--- src/mbps_pkg.sv ---
package mbps_pkg;

	localparam int unsigned OFS_W      = 48;
	localparam int unsigned CNT_W      = 21;
	localparam int unsigned LEN_CFG_W  = 5;
	localparam int unsigned IDX_W      = 7;
	localparam int unsigned APB_AW     = 6;
	localparam int unsigned APB_DW     = 64;
	localparam int unsigned FIFO_DEPTH = 4;
	localparam int unsigned FIFO_PTR_W = 2;
	localparam int unsigned FIFO_CNT_W = 3;

	localparam logic [OFS_W-1:0] OFS_MAX = '1;

	typedef enum logic [2:0] {
		KIND_HIT        = 3'd0,
		KIND_DONE       = 3'd1,
		KIND_TRUNC      = 3'd2,
		KIND_SHORT      = 3'd3,
		KIND_MASK_EMPTY = 3'd4
	} result_kind_t;

	typedef enum logic [2:0] {
		REG_PATTERN_LOW    = 3'd0,
		REG_PATTERN_HIGH   = 3'd1,
		REG_MASK_LOW       = 3'd2,
		REG_MASK_HIGH      = 3'd3,
		REG_PATTERN_LENGTH = 3'd4,
		REG_HIT_LIMIT      = 3'd5,
		REG_START_OFFSET   = 3'd6,
		REG_MATCHES_BEFORE = 3'd7
	} reg_index_t;

	typedef struct packed {
		logic [63:0]          pattern_low;
		logic [63:0]          pattern_high;
		logic [63:0]          mask_low;
		logic [63:0]          mask_high;
		logic [LEN_CFG_W-1:0] pattern_length;
		logic [CNT_W-1:0]     hit_limit;
		logic [OFS_W-1:0]     start_offset;
		logic [OFS_W-1:0]     matches_before;
	} cfg_t;

	typedef struct packed {
		result_kind_t     kind;
		logic [OFS_W-1:0] position;
		logic [OFS_W-1:0] total;
		logic             exact;
		logic             last;
	} result_t;

	// byte idx of the 128-bit lo/hi pair; bytes from 16 upward read as zero
	function automatic logic [7:0] reg_byte(logic [63:0] lo, logic [63:0] hi,
		logic [IDX_W-1:0] idx);
		logic [7:0] b;
		b = 8'h00;
		if (idx < IDX_W'(8)) begin
			b = lo[{idx[2:0], 3'b000} +: 8];
		end else if (idx < IDX_W'(16)) begin
			b = hi[{idx[2:0], 3'b000} +: 8];
		end
		return b;
	endfunction

endpackage

--- src/mbps_cfg.sv ---
module mbps_cfg (
	input  logic                          clk,
	input  logic                          arst_n,
	input  logic                          psel,
	input  logic                          penable,
	input  logic                          pwrite,
	input  logic [mbps_pkg::APB_AW-1:0]   paddr,
	input  logic [mbps_pkg::APB_DW-1:0]   pwdata,
	output logic [mbps_pkg::APB_DW-1:0]   prdata,
	output logic                          pready,
	output mbps_pkg::cfg_t                cfg
);

	mbps_pkg::cfg_t     cfg_q;
	mbps_pkg::reg_index_t idx;
	logic               wr_en;

	assign idx    = mbps_pkg::reg_index_t'(paddr[5:3]);
	assign wr_en  = psel && penable && pwrite;
	assign pready = 1'b1;
	assign cfg    = cfg_q;

	always_ff @(posedge clk or negedge arst_n) begin
		if (!arst_n) begin
			cfg_q.pattern_low    <= '0;
			cfg_q.pattern_high   <= '0;
			cfg_q.mask_low       <= '1;
			cfg_q.mask_high      <= '1;
			cfg_q.pattern_length <= mbps_pkg::LEN_CFG_W'(1);
			cfg_q.hit_limit      <= mbps_pkg::CNT_W'(1);
			cfg_q.start_offset   <= '0;
			cfg_q.matches_before <= '0;
		end else if (wr_en) begin
			unique case (idx)
				mbps_pkg::REG_PATTERN_LOW:    cfg_q.pattern_low  <= pwdata;
				mbps_pkg::REG_PATTERN_HIGH:   cfg_q.pattern_high <= pwdata;
				mbps_pkg::REG_MASK_LOW:       cfg_q.mask_low     <= pwdata;
				mbps_pkg::REG_MASK_HIGH:      cfg_q.mask_high    <= pwdata;
				mbps_pkg::REG_PATTERN_LENGTH: begin
					cfg_q.pattern_length <= pwdata[mbps_pkg::LEN_CFG_W-1:0];
				end
				mbps_pkg::REG_HIT_LIMIT:      cfg_q.hit_limit <= pwdata[mbps_pkg::CNT_W-1:0];
				mbps_pkg::REG_START_OFFSET:   begin
					cfg_q.start_offset <= pwdata[mbps_pkg::OFS_W-1:0];
				end
				mbps_pkg::REG_MATCHES_BEFORE: begin
					cfg_q.matches_before <= pwdata[mbps_pkg::OFS_W-1:0];
				end
				default: ;
			endcase
		end
	end

	always_comb begin
		prdata = '0;
		unique case (idx)
			mbps_pkg::REG_PATTERN_LOW:    prdata = cfg_q.pattern_low;
			mbps_pkg::REG_PATTERN_HIGH:   prdata = cfg_q.pattern_high;
			mbps_pkg::REG_MASK_LOW:       prdata = cfg_q.mask_low;
			mbps_pkg::REG_MASK_HIGH:      prdata = cfg_q.mask_high;
			mbps_pkg::REG_PATTERN_LENGTH: prdata = mbps_pkg::APB_DW'(cfg_q.pattern_length);
			mbps_pkg::REG_HIT_LIMIT:      prdata = mbps_pkg::APB_DW'(cfg_q.hit_limit);
			mbps_pkg::REG_START_OFFSET:   prdata = mbps_pkg::APB_DW'(cfg_q.start_offset);
			mbps_pkg::REG_MATCHES_BEFORE: prdata = mbps_pkg::APB_DW'(cfg_q.matches_before);
			default:                      prdata = '0;
		endcase
	end

endmodule

--- src/mbps_cell.sv ---
module mbps_cell (
	input  logic       clk,
	input  logic       shift,
	input  logic [7:0] byte_in,
	input  logic [7:0] pat_byte,
	input  logic [7:0] mask_byte,
	input  logic       active,
	output logic [7:0] held_byte,
	output logic       cmp_ok
);

	logic [7:0] win_q;

	// compares the byte it is about to take, i.e. the window after this shift
	assign cmp_ok    = !active || ((byte_in & mask_byte) == (pat_byte & mask_byte));
	assign held_byte = win_q;

	always_ff @(posedge clk) begin
		if (shift) begin
			win_q <= byte_in;
		end
	end

endmodule

--- src/mbps_result_fifo.sv ---
module mbps_result_fifo (
	input  logic                              clk,
	input  logic                              arst_n,
	input  logic                              push0,
	input  logic                              push1,
	input  mbps_pkg::result_t                 wdata0,
	input  mbps_pkg::result_t                 wdata1,
	input  logic                              pop,
	output logic                              rvalid,
	output mbps_pkg::result_t                 rdata,
	output logic [mbps_pkg::FIFO_CNT_W-1:0]   count
);

	mbps_pkg::result_t                   mem_q [mbps_pkg::FIFO_DEPTH];
	logic [mbps_pkg::FIFO_PTR_W-1:0]     wptr_q;
	logic [mbps_pkg::FIFO_PTR_W-1:0]     rptr_q;
	logic [mbps_pkg::FIFO_CNT_W-1:0]     count_q;
	logic [mbps_pkg::FIFO_PTR_W-1:0]     wptr_nx;
	logic                                do_pop;

	assign wptr_nx = wptr_q + mbps_pkg::FIFO_PTR_W'(1);
	assign rvalid  = (count_q != '0);
	assign rdata   = mem_q[rptr_q];
	assign count   = count_q;
	assign do_pop  = pop && rvalid;

	always_ff @(posedge clk) begin
		if (push0) begin
			mem_q[wptr_q] <= wdata0;
		end
		if (push1) begin
			mem_q[wptr_nx] <= wdata1;
		end
	end

	always_ff @(posedge clk or negedge arst_n) begin
		if (!arst_n) begin
			wptr_q  <= '0;
			rptr_q  <= '0;
			count_q <= '0;
		end else begin
			wptr_q  <= wptr_q + mbps_pkg::FIFO_PTR_W'(push0) + mbps_pkg::FIFO_PTR_W'(push1);
			rptr_q  <= rptr_q + mbps_pkg::FIFO_PTR_W'(do_pop);
			count_q <= count_q + mbps_pkg::FIFO_CNT_W'(push0) + mbps_pkg::FIFO_CNT_W'(push1)
				- mbps_pkg::FIFO_CNT_W'(do_pop);
		end
	end

endmodule

--- src/masked_byte_pattern_search_core.sv ---
// Each accepted byte is registered in the compare stage, then its results are written
// into the result queue. Throughput: one byte per clock while that queue holds two
// entries or fewer; a byte that yields a hit and the closing result writes two queue
// entries. The compare stage and the four-entry result queue set this.
// Reset: configuration returns to its defaults and the run state clears; the window
// bytes in the cells carry no reset.
module masked_byte_pattern_search_core #(
	parameter int unsigned MAX_PATTERN = 16
) (
	input  logic                          clk,
	input  logic                          arst_n,
	input  logic                          psel,
	input  logic                          penable,
	input  logic                          pwrite,
	input  logic [mbps_pkg::APB_AW-1:0]   paddr,
	input  logic [mbps_pkg::APB_DW-1:0]   pwdata,
	output logic [mbps_pkg::APB_DW-1:0]   prdata,
	output logic                          pready,
	input  logic                          byte_valid,
	output logic                          byte_stall,
	input  logic [7:0]                    data_byte,
	input  logic                          end_of_range,
	output logic                          result_valid,
	input  logic                          result_stall,
	output logic [2:0]                    result_kind,
	output logic [mbps_pkg::OFS_W-1:0]    position,
	output logic [mbps_pkg::OFS_W-1:0]    match_total,
	output logic                          total_exact,
	output logic                          run_last
);

	localparam int unsigned LEN_W = $clog2(MAX_PATTERN + 1);
	localparam int unsigned CW    = (LEN_W > mbps_pkg::LEN_CFG_W) ? LEN_W : mbps_pkg::LEN_CFG_W;

	mbps_pkg::cfg_t cfg;

	mbps_cfg u_cfg (
		.clk     (clk),
		.arst_n  (arst_n),
		.psel    (psel),
		.penable (penable),
		.pwrite  (pwrite),
		.paddr   (paddr),
		.pwdata  (pwdata),
		.prdata  (prdata),
		.pready  (pready),
		.cfg     (cfg)
	);

	// ---------------- stage 1: window chain and compare ----------------
	logic                         accept;
	logic                         adv;
	logic [CW-1:0]                len_raw;
	logic [CW-1:0]                len_eff;
	logic [7:0]                   held   [MAX_PATTERN];
	logic [MAX_PATTERN-1:0]       cmp_ok;
	logic [MAX_PATTERN-1:0]       mask_nz;
	logic [mbps_pkg::OFS_W-1:0]   bs_q;
	logic [mbps_pkg::OFS_W-1:0]   bs_new;
	logic [mbps_pkg::OFS_W-1:0]   len_ext;

	assign len_raw = CW'(cfg.pattern_length);

	always_comb begin
		len_eff = len_raw;
		if (len_raw == '0) begin
			len_eff = CW'(1);
		end else if (len_raw > CW'(MAX_PATTERN)) begin
			len_eff = CW'(MAX_PATTERN);
		end
	end

	assign len_ext = mbps_pkg::OFS_W'(len_eff);

	for (genvar k = 0; k < MAX_PATTERN; k++) begin : g_cell
		logic [7:0]    byte_in;
		logic [CW-1:0] pidx;
		logic          active;
		logic [7:0]    pat_b;
		logic [7:0]    mask_b;

		// cell k holds the byte k places back; it meets pattern byte len-1-k
		assign pidx   = len_eff - CW'(k) - CW'(1);
		assign active = (CW'(k) < len_eff);
		assign pat_b  = mbps_pkg::reg_byte(cfg.pattern_low, cfg.pattern_high,
			mbps_pkg::IDX_W'(pidx));
		assign mask_b = mbps_pkg::reg_byte(cfg.mask_low, cfg.mask_high,
			mbps_pkg::IDX_W'(pidx));
		assign mask_nz[k] = active && (mask_b != 8'h00);

		if (k == 0) begin : g_head
			assign byte_in = data_byte;
		end else begin : g_link
			assign byte_in = held[k-1];
		end

		mbps_cell u_cell (
			.clk       (clk),
			.shift     (accept),
			.byte_in   (byte_in),
			.pat_byte  (pat_b),
			.mask_byte (mask_b),
			.active    (active),
			.held_byte (held[k]),
			.cmp_ok    (cmp_ok[k])
		);
	end

	assign bs_new = (bs_q == mbps_pkg::OFS_MAX) ? bs_q : bs_q + mbps_pkg::OFS_W'(1);

	logic                       valid_s1;
	logic                       last_s1;
	logic                       mask_err_s1;
	logic                       short_s1;
	logic                       match_s1;
	logic [mbps_pkg::OFS_W-1:0] pos_s1;

	assign byte_stall = valid_s1 && !adv;
	assign accept     = byte_valid && !byte_stall;

	always_ff @(posedge clk or negedge arst_n) begin
		if (!arst_n) begin
			bs_q     <= '0;
			valid_s1 <= 1'b0;
		end else begin
			if (accept) begin
				bs_q     <= end_of_range ? '0 : bs_new;
				valid_s1 <= 1'b1;
			end else if (adv) begin
				valid_s1 <= 1'b0;
			end
		end
	end

	always_ff @(posedge clk) begin
		if (accept) begin
			last_s1     <= end_of_range;
			mask_err_s1 <= (bs_q == '0) && (mask_nz == '0);
			short_s1    <= (bs_new < len_ext);
			match_s1    <= (bs_new >= len_ext) && (&cmp_ok);
			pos_s1      <= cfg.start_offset + bs_new - len_ext;
		end
	end

	// ---------------- stage 2: run bookkeeping and results ----------------
	logic [mbps_pkg::FIFO_CNT_W-1:0] fifo_count;
	logic                            fire2;
	logic [mbps_pkg::CNT_W-1:0]      ph_q;
	logic [mbps_pkg::OFS_W-1:0]      resume_q;
	logic                            stopped_q;
	logic [mbps_pkg::OFS_W:0]        sum;
	logic [mbps_pkg::OFS_W-1:0]      total;
	logic                            trunc;
	logic                            hit_v;
	logic                            fin_v;
	logic                            stop_now;
	mbps_pkg::result_t               hit_res;
	mbps_pkg::result_t               fin_res;
	logic                            push0;
	logic                            push1;
	mbps_pkg::result_t               wdata0;
	mbps_pkg::result_t               head;

	assign adv   = (fifo_count <= mbps_pkg::FIFO_CNT_W'(mbps_pkg::FIFO_DEPTH - 2));
	assign fire2 = valid_s1 && adv;

	// one saturating add serves hit, done and truncated totals
	assign sum   = {1'b0, cfg.matches_before} + (mbps_pkg::OFS_W + 1)'(ph_q)
		+ (mbps_pkg::OFS_W + 1)'(match_s1);
	assign total = sum[mbps_pkg::OFS_W] ? mbps_pkg::OFS_MAX : sum[mbps_pkg::OFS_W-1:0];
	assign trunc = match_s1 && (ph_q >= cfg.hit_limit);

	always_comb begin
		hit_res          = '0;
		hit_res.kind     = mbps_pkg::KIND_HIT;
		hit_res.position = pos_s1;
		hit_res.total    = total;
		fin_res          = '0;
		fin_res.kind     = mbps_pkg::KIND_DONE;
		fin_res.last     = 1'b1;
		hit_v            = 1'b0;
		fin_v            = 1'b0;
		stop_now         = 1'b0;
		if (!stopped_q) begin
			priority if (mask_err_s1) begin
				fin_v        = 1'b1;
				stop_now     = 1'b1;
				fin_res.kind = mbps_pkg::KIND_MASK_EMPTY;
			end else if (trunc) begin
				fin_v            = 1'b1;
				stop_now         = 1'b1;
				fin_res.kind     = mbps_pkg::KIND_TRUNC;
				fin_res.position = (ph_q == '0) ? cfg.start_offset : resume_q;
				fin_res.total    = total;
			end else begin
				hit_v = match_s1;
				if (last_s1) begin
					fin_v = 1'b1;
					if (short_s1) begin
						fin_res.kind = mbps_pkg::KIND_SHORT;
					end else begin
						fin_res.total = total;
						fin_res.exact = 1'b1;
					end
				end
			end
		end
	end

	assign push0  = fire2 && (hit_v || fin_v);
	assign push1  = fire2 && hit_v && fin_v;
	assign wdata0 = hit_v ? hit_res : fin_res;

	always_ff @(posedge clk or negedge arst_n) begin
		if (!arst_n) begin
			ph_q      <= '0;
			resume_q  <= '0;
			stopped_q <= 1'b0;
		end else if (fire2) begin
			if (last_s1) begin
				ph_q      <= '0;
				resume_q  <= '0;
				stopped_q <= 1'b0;
			end else begin
				if (stop_now) begin
					stopped_q <= 1'b1;
				end
				if (hit_v) begin
					ph_q     <= ph_q + mbps_pkg::CNT_W'(1);
					resume_q <= pos_s1 + mbps_pkg::OFS_W'(1);
				end
			end
		end
	end

	mbps_result_fifo u_fifo (
		.clk    (clk),
		.arst_n (arst_n),
		.push0  (push0),
		.push1  (push1),
		.wdata0 (wdata0),
		.wdata1 (fin_res),
		.pop    (!result_stall),
		.rvalid (result_valid),
		.rdata  (head),
		.count  (fifo_count)
	);

	assign result_kind = head.kind;
	assign position    = head.position;
	assign match_total = head.total;
	assign total_exact = head.exact;
	assign run_last    = head.last;

endmodule

--- config.mk ---
export PLATFORM = sky130hd
export DESIGN_NAME = masked_byte_pattern_search_core
export DESIGN_NICKNAME = d
export VERILOG_FILES = /design/src/mbps_pkg.sv /design/src/mbps_cfg.sv /design/src/mbps_cell.sv /design/src/mbps_result_fifo.sv /design/src/masked_byte_pattern_search_core.sv
export SDC_FILE = /design/constraint.sdc
export NUM_CORES = 2
export LEC_CHECK = 0
export BUFFER_PORTS_ARGS = -buffer_cell sky130_fd_sc_hd__buf_2
export CORE_ASPECT_RATIO = 1.75
export CORE_MARGIN = 4
export CORE_UTILIZATION = 40
export DETAILED_ROUTE_END_ITERATION = 6
export HOLD_SLACK_MARGIN = 0.06
export MAX_ROUTING_LAYER = met4
export PLACE_DENSITY = 0.56
export SLEW_MARGIN = 20
export SYNTH_ARGS = -nofsm -noshare
export SYNTH_HDL_FRONTEND = slang
export SYNTH_SLANG_ARGS = --single-unit
--- constraint.sdc ---
create_clock -name clk -period 10.46 [get_ports clk]
set_clock_uncertainty 0.05 [all_clocks]
set_input_delay 2.092 -clock clk [delete_from_list [all_inputs] [get_ports clk]]
set_output_delay 2.092 -clock clk [all_outputs]
set_load 0.1 [all_outputs]
After elaboration in Yosys (flattened, before gate mapping):

Memories as Yosys holds them, arrays and structs flattened.
Cells that the tools add are included.

* memory bits (writable): 404
* memories kept: 1
* register bits: 676

Memories
* u_fifo.mem_q: depth 4, bits a word 101, rd ports 1, clocked after Yosys merged registers in 0, write ports 2, RTL line mbps_result_fifo.sv:14 `mbps_pkg::result_t mem_q [mbps_pkg::FIFO_DEPTH];`

* $add $sub $neg: 44
* reductions and logical operators: 100
* bitwise logic cells: 32
* equality and inequality tests: 24
* multiplexer cells: 105
* shift operators: 64
* magnitude comparators: 53

Operators by type and width (number)
* $shiftx A64 B7 Y8: 64
* $mux W8: 64
* $pmux W64 S8: 1
* $mux W48: 8
* $and A8 B8 Y8: 32
* $eq A8 B8 Y1: 16
* $reduce_bool A8 Y1: 16
* $mux W101: 1
* $mux W100: 1
* $mux W49: 2
* $mux W97: 1
* $add A48 B1 Y48 const B: 2
* $lt A5 B4 Y1 const B: 16
* $lt A5 B5 Y1 const B: 16
* $sub A5 B1 Y5 const B: 16
* $add A48 B21 Y49: 1
* $add A49 B1 Y49: 1
* $add A48 B48 Y48: 1
* $eq A48 B48 Y1 const B: 1
* $ge A48 B5 Y1: 1
* $logic_not A48 Y1: 1
* $lt A48 B5 Y1: 1
* $sub A48 B5 Y48: 1
* $mux W21: 2
* other kinds (33): 156

Logic depth before layout (Yosys ltp):

* word-level depth: 13
* depth in mapped cells: 26

Modules after synthesis:

A second synthesis with hierarchy kept.

* cell total of the unflattened synthesis: 6172
* area total of the unflattened synthesis: 72983.7 um2

Modules (own cells, without submodules)
* masked_byte_pattern_search_core: cells each 3543, seq. area each 4539.4 um2, times used 1, area an instance 29843.6 um2
* mbps_result_fifo: cells each 1009, seq. area each 12306.8 um2, times used 1, area an instance 19795.2 um2
* mbps_cfg: cells each 1284, seq. area each 9621.7 um2, times used 1, area an instance 17559.3 um2
* mbps_cell: cells each 21, seq. area each 240.2 um2, times used 16, area an instance 361.6 um2

Worst setup path after synthesis:

No wires, ideal clock.

* path type: in2out
* start: in paddr[3] (netlist bit)
* end: out prdata[21] (netlist bit)
* data required time: 8318 ps
* path slack: 2344 ps
* path buffers: 4
* arrival: 5974 ps
* stages on the path: 6
* cells stage by stage: clkbuf_1 > buf_1 > clkbuf_1 > buf_1 > mux2i_1 > o21ai_0

* word-level cells in the longest chain between the ends: 2
* elaborated cells between the ends (all ways): 9

RTL lines
* start: declaration: RTL line masked_byte_pattern_search_core.sv:15 `input logic [mbps_pkg::APB_AW-1:0] paddr,`
* $eq A3 B3 Y1 (tied with other cells): RTL line mbps_cfg.sv:56 `unique case (idx)`
* $pmux W64 S8 (*): RTL line mbps_cfg.sv:56
* end: declaration: RTL line masked_byte_pattern_search_core.sv:17 `output logic [mbps_pkg::APB_DW-1:0] prdata,`

Every way passes the cells marked *; elsewhere a longest branch is shown, timed or not.

Worst setup path in the final report:

* start: reg bs_q[16] (netlist bit)
* end: reg pos_s1[47] (netlist bit), data pin

* word-level cells in the longest chain between the ends: 4
* elaborated cells between the ends (all ways): 5

RTL lines
* start: declaration: RTL line masked_byte_pattern_search_core.sv:58 `logic [mbps_pkg::OFS_W-1:0] bs_q;`
* start signal: assignment: RTL line masked_byte_pattern_search_core.sv:127 `bs_q <= end_of_range ? '0 : bs_new;`
* $add A48 B1 Y48 / $eq A48 B48 Y1 (equally long branches): RTL line masked_byte_pattern_search_core.sv:109 `assign bs_new = (bs_q == mbps_pkg::OFS_MAX) ? bs_q : bs_q + mbps_pkg::OFS_W'(1);`
* $mux W48 (*): RTL line masked_byte_pattern_search_core.sv:109
* $add A48 B48 Y48 (*): RTL line masked_byte_pattern_search_core.sv:141 `pos_s1 <= cfg.start_offset + bs_new - len_ext;`
* $sub A48 B5 Y48 (*): RTL line masked_byte_pattern_search_core.sv:141
* end signal: assignment: RTL line masked_byte_pattern_search_core.sv:141
* end: declaration: RTL line masked_byte_pattern_search_core.sv:116 `logic [mbps_pkg::OFS_W-1:0] pos_s1;`

Marks and branches as above.
A chain may end at the register's enable or synchronous reset.

==> results.py <==
metrics = {
    "clock_network": {
        "cts_tree": "yes",
        "cts_resized": 0,
        "clock_latency_ns": 0.77,
        "cts_sinks": 1080,
        "cts_buffers": 104,
        "clockRootBuffer": "clkbuf_16",
        "clkTransAtPathRegs_ns": 0.07,
        "hold_buffers": 0,
        "post-cts-setup-buffers": 0,
        "cts.htree.levels": 3,
        "cts.path.max_buffers": 3,
    },
    "worst_setup_path": {
        "crit_chain": "nand3_1, nor4_2, and2_1, nand3_1, o21ai_0, fa_1, ha_1, a21o_1, a21oi_1, nor2b_1, o311a_1, o31ai_1, a21oi_1, o311ai_0, a21oi_1, a211oi_1, o21ai_0, nor4_1, nor3_1",
        "slowest_delay_ns": 0.87,
        "reg2reg_slack_ns": 2.66,
        "cp_common_cell": "a21oi_1",
        "slowest_stage": "o21ai_0",
        "worst-path-buf-inv": 0,
        "path_delay_family": "compound AO/OA/AOI/OAI gates",
        "required_ns": 10.91,
        "cp-start-kind": "flop",
        "cp-end-kind": "flop",
        "worstSetupPathType": "flop to flop",
        "arrival_ns": 8.25,
        "crit_fanout": 13,
    },
    "job": {
        "cap_violations": 0,
    },
    "layout": {
        "final_util": 0.445,
        "nFillCells": 16000,
        "regArea_um2": 30000,
        "fin_nets": 6299,
        "multi_input_area_um2": 36200,
        "final_layout_size_suffix_gt1_frac": 0.245,
        "area_growth_pct": 10.5,
    },
    "detailed_routing": {
        "wl_um": 301000,
        "num_vias": 53600,
        "drtIter0Drc": 5598,
        "viasPerCell": 6.40,
        "wire_per_inst_um": 35.9,
        "drc": 1,
        "dr.pass1.iters": 7,
        "final_antenna_net_count": 0,
    },
    "yosys": {
        "synth_seq_cells": 1080,
        "syn_area_um2": 68600,
        "yosysWarnings": 0,
        "synth_edf_count": 572,
        "syn_nets": 6237,
        "avgSynthCellArea_um2": 11.5,
        "syn_inst": 5980,
        "yosysSeqAreaShare": 0.438,
        "yosysUniqueCellTypes": 92,
        "ys.flop_type": "edfxtp_1",
        "async_flop_share": 0.467,
    },
    "global_routing": {
        "grt_pass1_wl_um": 416000,
        "grt_usage": 0.342,
        "grt_pass1_vias": 53000,
        "gr-total-overflow": 0,
        "antenna_found_initial": 25,
        "grt_max_degree": 148,
    },
    "sta": {
        "tns_ns": 0,
        "hold_viol": 0,
        "fmax_ghz": 0.128,
        "final-setup-viol-count": 0,
        "min_period_ns": 7.80,
        "slew_violations": 0,
        "min_period_over_period": 0.746,
        "holdWs_ns": 0.398,
        "tightest_slew_ns": 1.17,
        "worst_slack_ns": 2.66,
        "rsz0062_at_grt": "false",
        "slew_headroom": 0.212,
    },
    "floorplanning": {
        "fp.coreArea_um2": 170000,
        "die_w_um": 321,
        "start_util": 0.403,
        "ios": 254,
        "num_rows": 200,
        "die_area_um2": 178000,
        "die_y_um": 556,
    },
    "placement": {
        "pre_cts_slack_ns": 2.74,
        "portBuffers": 249,
        "hpwl_um": 231000,
        "gp_congestion": 1.11,
    },
    "status": {
        "violations": "DRC",
        "status": "finished, violations left",
    },
    "power_and_ir_drop": {
        "p_leak_nw": 29.3,
        "vdd_drop_max_mv": 0.226,
        "finalPower_mw": 23.5,
        "p_per_area_nw_per_um2": 310,
    },
    "worst_hold_path": {
        "hold_path.class": "flop to flop",
    },
}
worst paths after layout:
| check | from | to | cells past startpoint |
|---|---|---|---|
| worst max-delay path | bs_q[16] | pos_s1[47] | 19 |
| worst min-delay path | u_fifo.mem_q[2][0] | u_fifo.mem_q[2][0] | 2 |
| worst max register to register | bs_q[16] | pos_s1[47] | 19 |
| worst min register to register | u_fifo.mem_q[2][0] | u_fifo.mem_q[2][0] | 2 |
| max in group asynchronous | arst_n | ph_q[20] | 3 |
| min in group asynchronous | arst_n | u_cfg.cfg[365] | 1 |
synthesized netlist by cell type (8+ instances only):
| cell type | instances | area share |
|---|---|---|
| xnor2_1 | 126 | 0.016 |
| mux4_2 | 420 | 0.14 |
| a21oi_1 | 148 | 0.011 |
| nor2b_1 | 30 | 0.0027 |
| fa_1 | 10 | 0.0029 |
| and2_1 | 47 | 0.0043 |
| a21boi_0 | 8 | 0.00088 |
| or3_1 | 12 | 0.0011 |
| o21ai_0 | 279 | 0.020 |
| a31oi_1 | 221 | 0.020 |
| a21o_1 | 49 | 0.0054 |
| a221oi_1 | 21 | 0.0027 |
| o22a_1 | 10 | 0.0013 |
| a22oi_1 | 71 | 0.0078 |
| or2_2 | 9 | 0.00082 |
| inv_1 | 211 | 0.012 |
| a22o_1 | 26 | 0.0033 |
| clkbuf_1 | 285 | 0.016 |
| dfrtp_1 | 374 | 0.14 |
| nand4_1 | 58 | 0.0053 |
| mux2_2 | 337 | 0.055 |
| o22ai_1 | 174 | 0.016 |
| nor3_1 | 47 | 0.0034 |
| o221ai_1 | 19 | 0.0024 |
| mux2i_1 | 356 | 0.052 |
| nor2_1 | 636 | 0.035 |
| nand2b_1 | 21 | 0.0019 |
| buf_2 | 39 | 0.0028 |
| and4_1 | 13 | 0.0017 |
| nand3_1 | 86 | 0.0063 |
| o21bai_1 | 8 | 0.00088 |
| buf_4 | 16 | 0.0018 |
| buf_6 | 9 | 0.0015 |
| nor4_1 | 44 | 0.0040 |
| dfstp_2 | 130 | 0.050 |
| ha_1 | 161 | 0.029 |
| xor2_1 | 184 | 0.023 |
| nand2_1 | 398 | 0.022 |
| o21a_1 | 40 | 0.0044 |
| edfxtp_1 | 572 | 0.25 |
| buf_1 | 56 | 0.0031 |
| o31ai_1 | 20 | 0.0022 |
| and3_1 | 70 | 0.0064 |
| a211oi_1 | 12 | 0.0013 |
power breakdown:
group | switching (mW) | internal, mW | total (mW)
clock | 1.84 | 2.27 | 4.11
sequential | 1.30 | 5.73 | 7.04
combinational | 8.47 | 3.91 | 12.4
worst reg2reg max path, cell delays in order (launching register included):
cell and delay [ns]:
dfrtp_1 0.49, nand3_1 0.18, nor4_2 0.56, and2_1 0.41, nand3_1 0.47, o21ai_0 0.87
fa_1 0.57, ha_1 0.30, a21o_1 0.18, a21oi_1 0.21, nor2b_1 0.10, o311a_1 0.35
o31ai_1 0.58, a21oi_1 0.20, o311ai_0 0.61, a21oi_1 0.27, a211oi_1 0.49, o21ai_0 0.26
nor4_1 0.31, nor3_1 0.08
logic make-up (layout without fill, tap and decap cells):
family,Yosys count,count (layout),synth area share
AND/OR/NAND/NOR,1500,1500,0.0982
AO/OA/AOI/OAI,1173,1173,0.109
multiplexers,1114,1114,0.246
flip-flops,1080,1080,0.438
buffers and inverters,630,784,0.0377
XOR/XNOR,311,311,0.0398
adder cells (fa/ha/maj),171,171,0.0323
other,1,27,0.0000547
through the flow:
stage | cell area (um2) | std cells
4_1_cts | 75700 | 8355
2_1_floorplan | 68600 | 5980
3_3_place_gp | 72000 | 8157
6_report | 75800 | 8382
5_1_grt | 75700 | 8373
3_5_place_dp | 72000 | 8157
cell usage in the layout (no fill, tap or decap), types with 20 or more instances in the layout:
master / n
a21oi_1: 148
a31oi_1: 221
mux2_2: 337
a221oi_1: 21
nand3_1: 83
clkbuf_16: 107
nor2b_1: 30
and2_1: 45
nand2b_1: 20
a21o_1: 49
xor2_1: 184
xnor2_1: 124
o21a_1: 39
inv_1: 205
nand4_1: 58
nor4_1: 44
o31ai_1: 20
o22ai_1: 174
buf_4: 114
o21ai_0: 278
mux4_2: 420
diode_2: 26
mux2i_1: 356
ha_1: 160
and3_1: 70
buf_2: 246
clkinv_2: 22
nor3_1: 44
a22oi_1: 69
dfrtp_1: 372
dfstp_2: 130
a22o_1: 26
nand2_1: 398
nor2_1: 627
edfxtp_1: 572
per-layer routing:
layer | up-vias | wire length (um) | global-route usage
met1 | 27500 | 101000 | 0.356
met2 | 2500 | 145000 | 0.556
met4 | 0 | 35400 | 0.312
met5 | - | 0 | -
met3 | 778 | 19200 | 0.0561
li1 | 22900 | - | -
flip-flops by register name, summed over array words and instances, names as in the netlist:
| register | cells |
|---|---|
| bs_q | 48 |
| g_cell.u_cell.held_byte | 120 |
| last_s1 | 1 |
| mask_err_s1 | 1 |
| match_s1 | 1 |
| ph_q | 21 |
| pos_s1 | 48 |
| resume_q | 48 |
| short_s1 | 1 |
| stopped_q | 1 |
| u_cfg.cfg | 378 |
| u_fifo.count | 3 |
| u_fifo.mem_q | 404 |
| u_fifo.rptr_q | 2 |
| u_fifo.wptr_q | 2 |
| valid_s1 | 1 |
cell type report:
type / instances / area share
Multi-Input combinational cell: 4270 / 0.477
Sequential cell: 1080 / 0.396
Clock buffer: 127 / 0.0374
Tap cell: 2222 / 0.0367
Timing Repair Buffer: 367 / 0.0294
Inverter: 219 / 0.0111
Clock inverter: 71 / 0.0108
Antenna cell: 26 / 0.000859
Note: power is estimated with default switching activity, not from simulation.
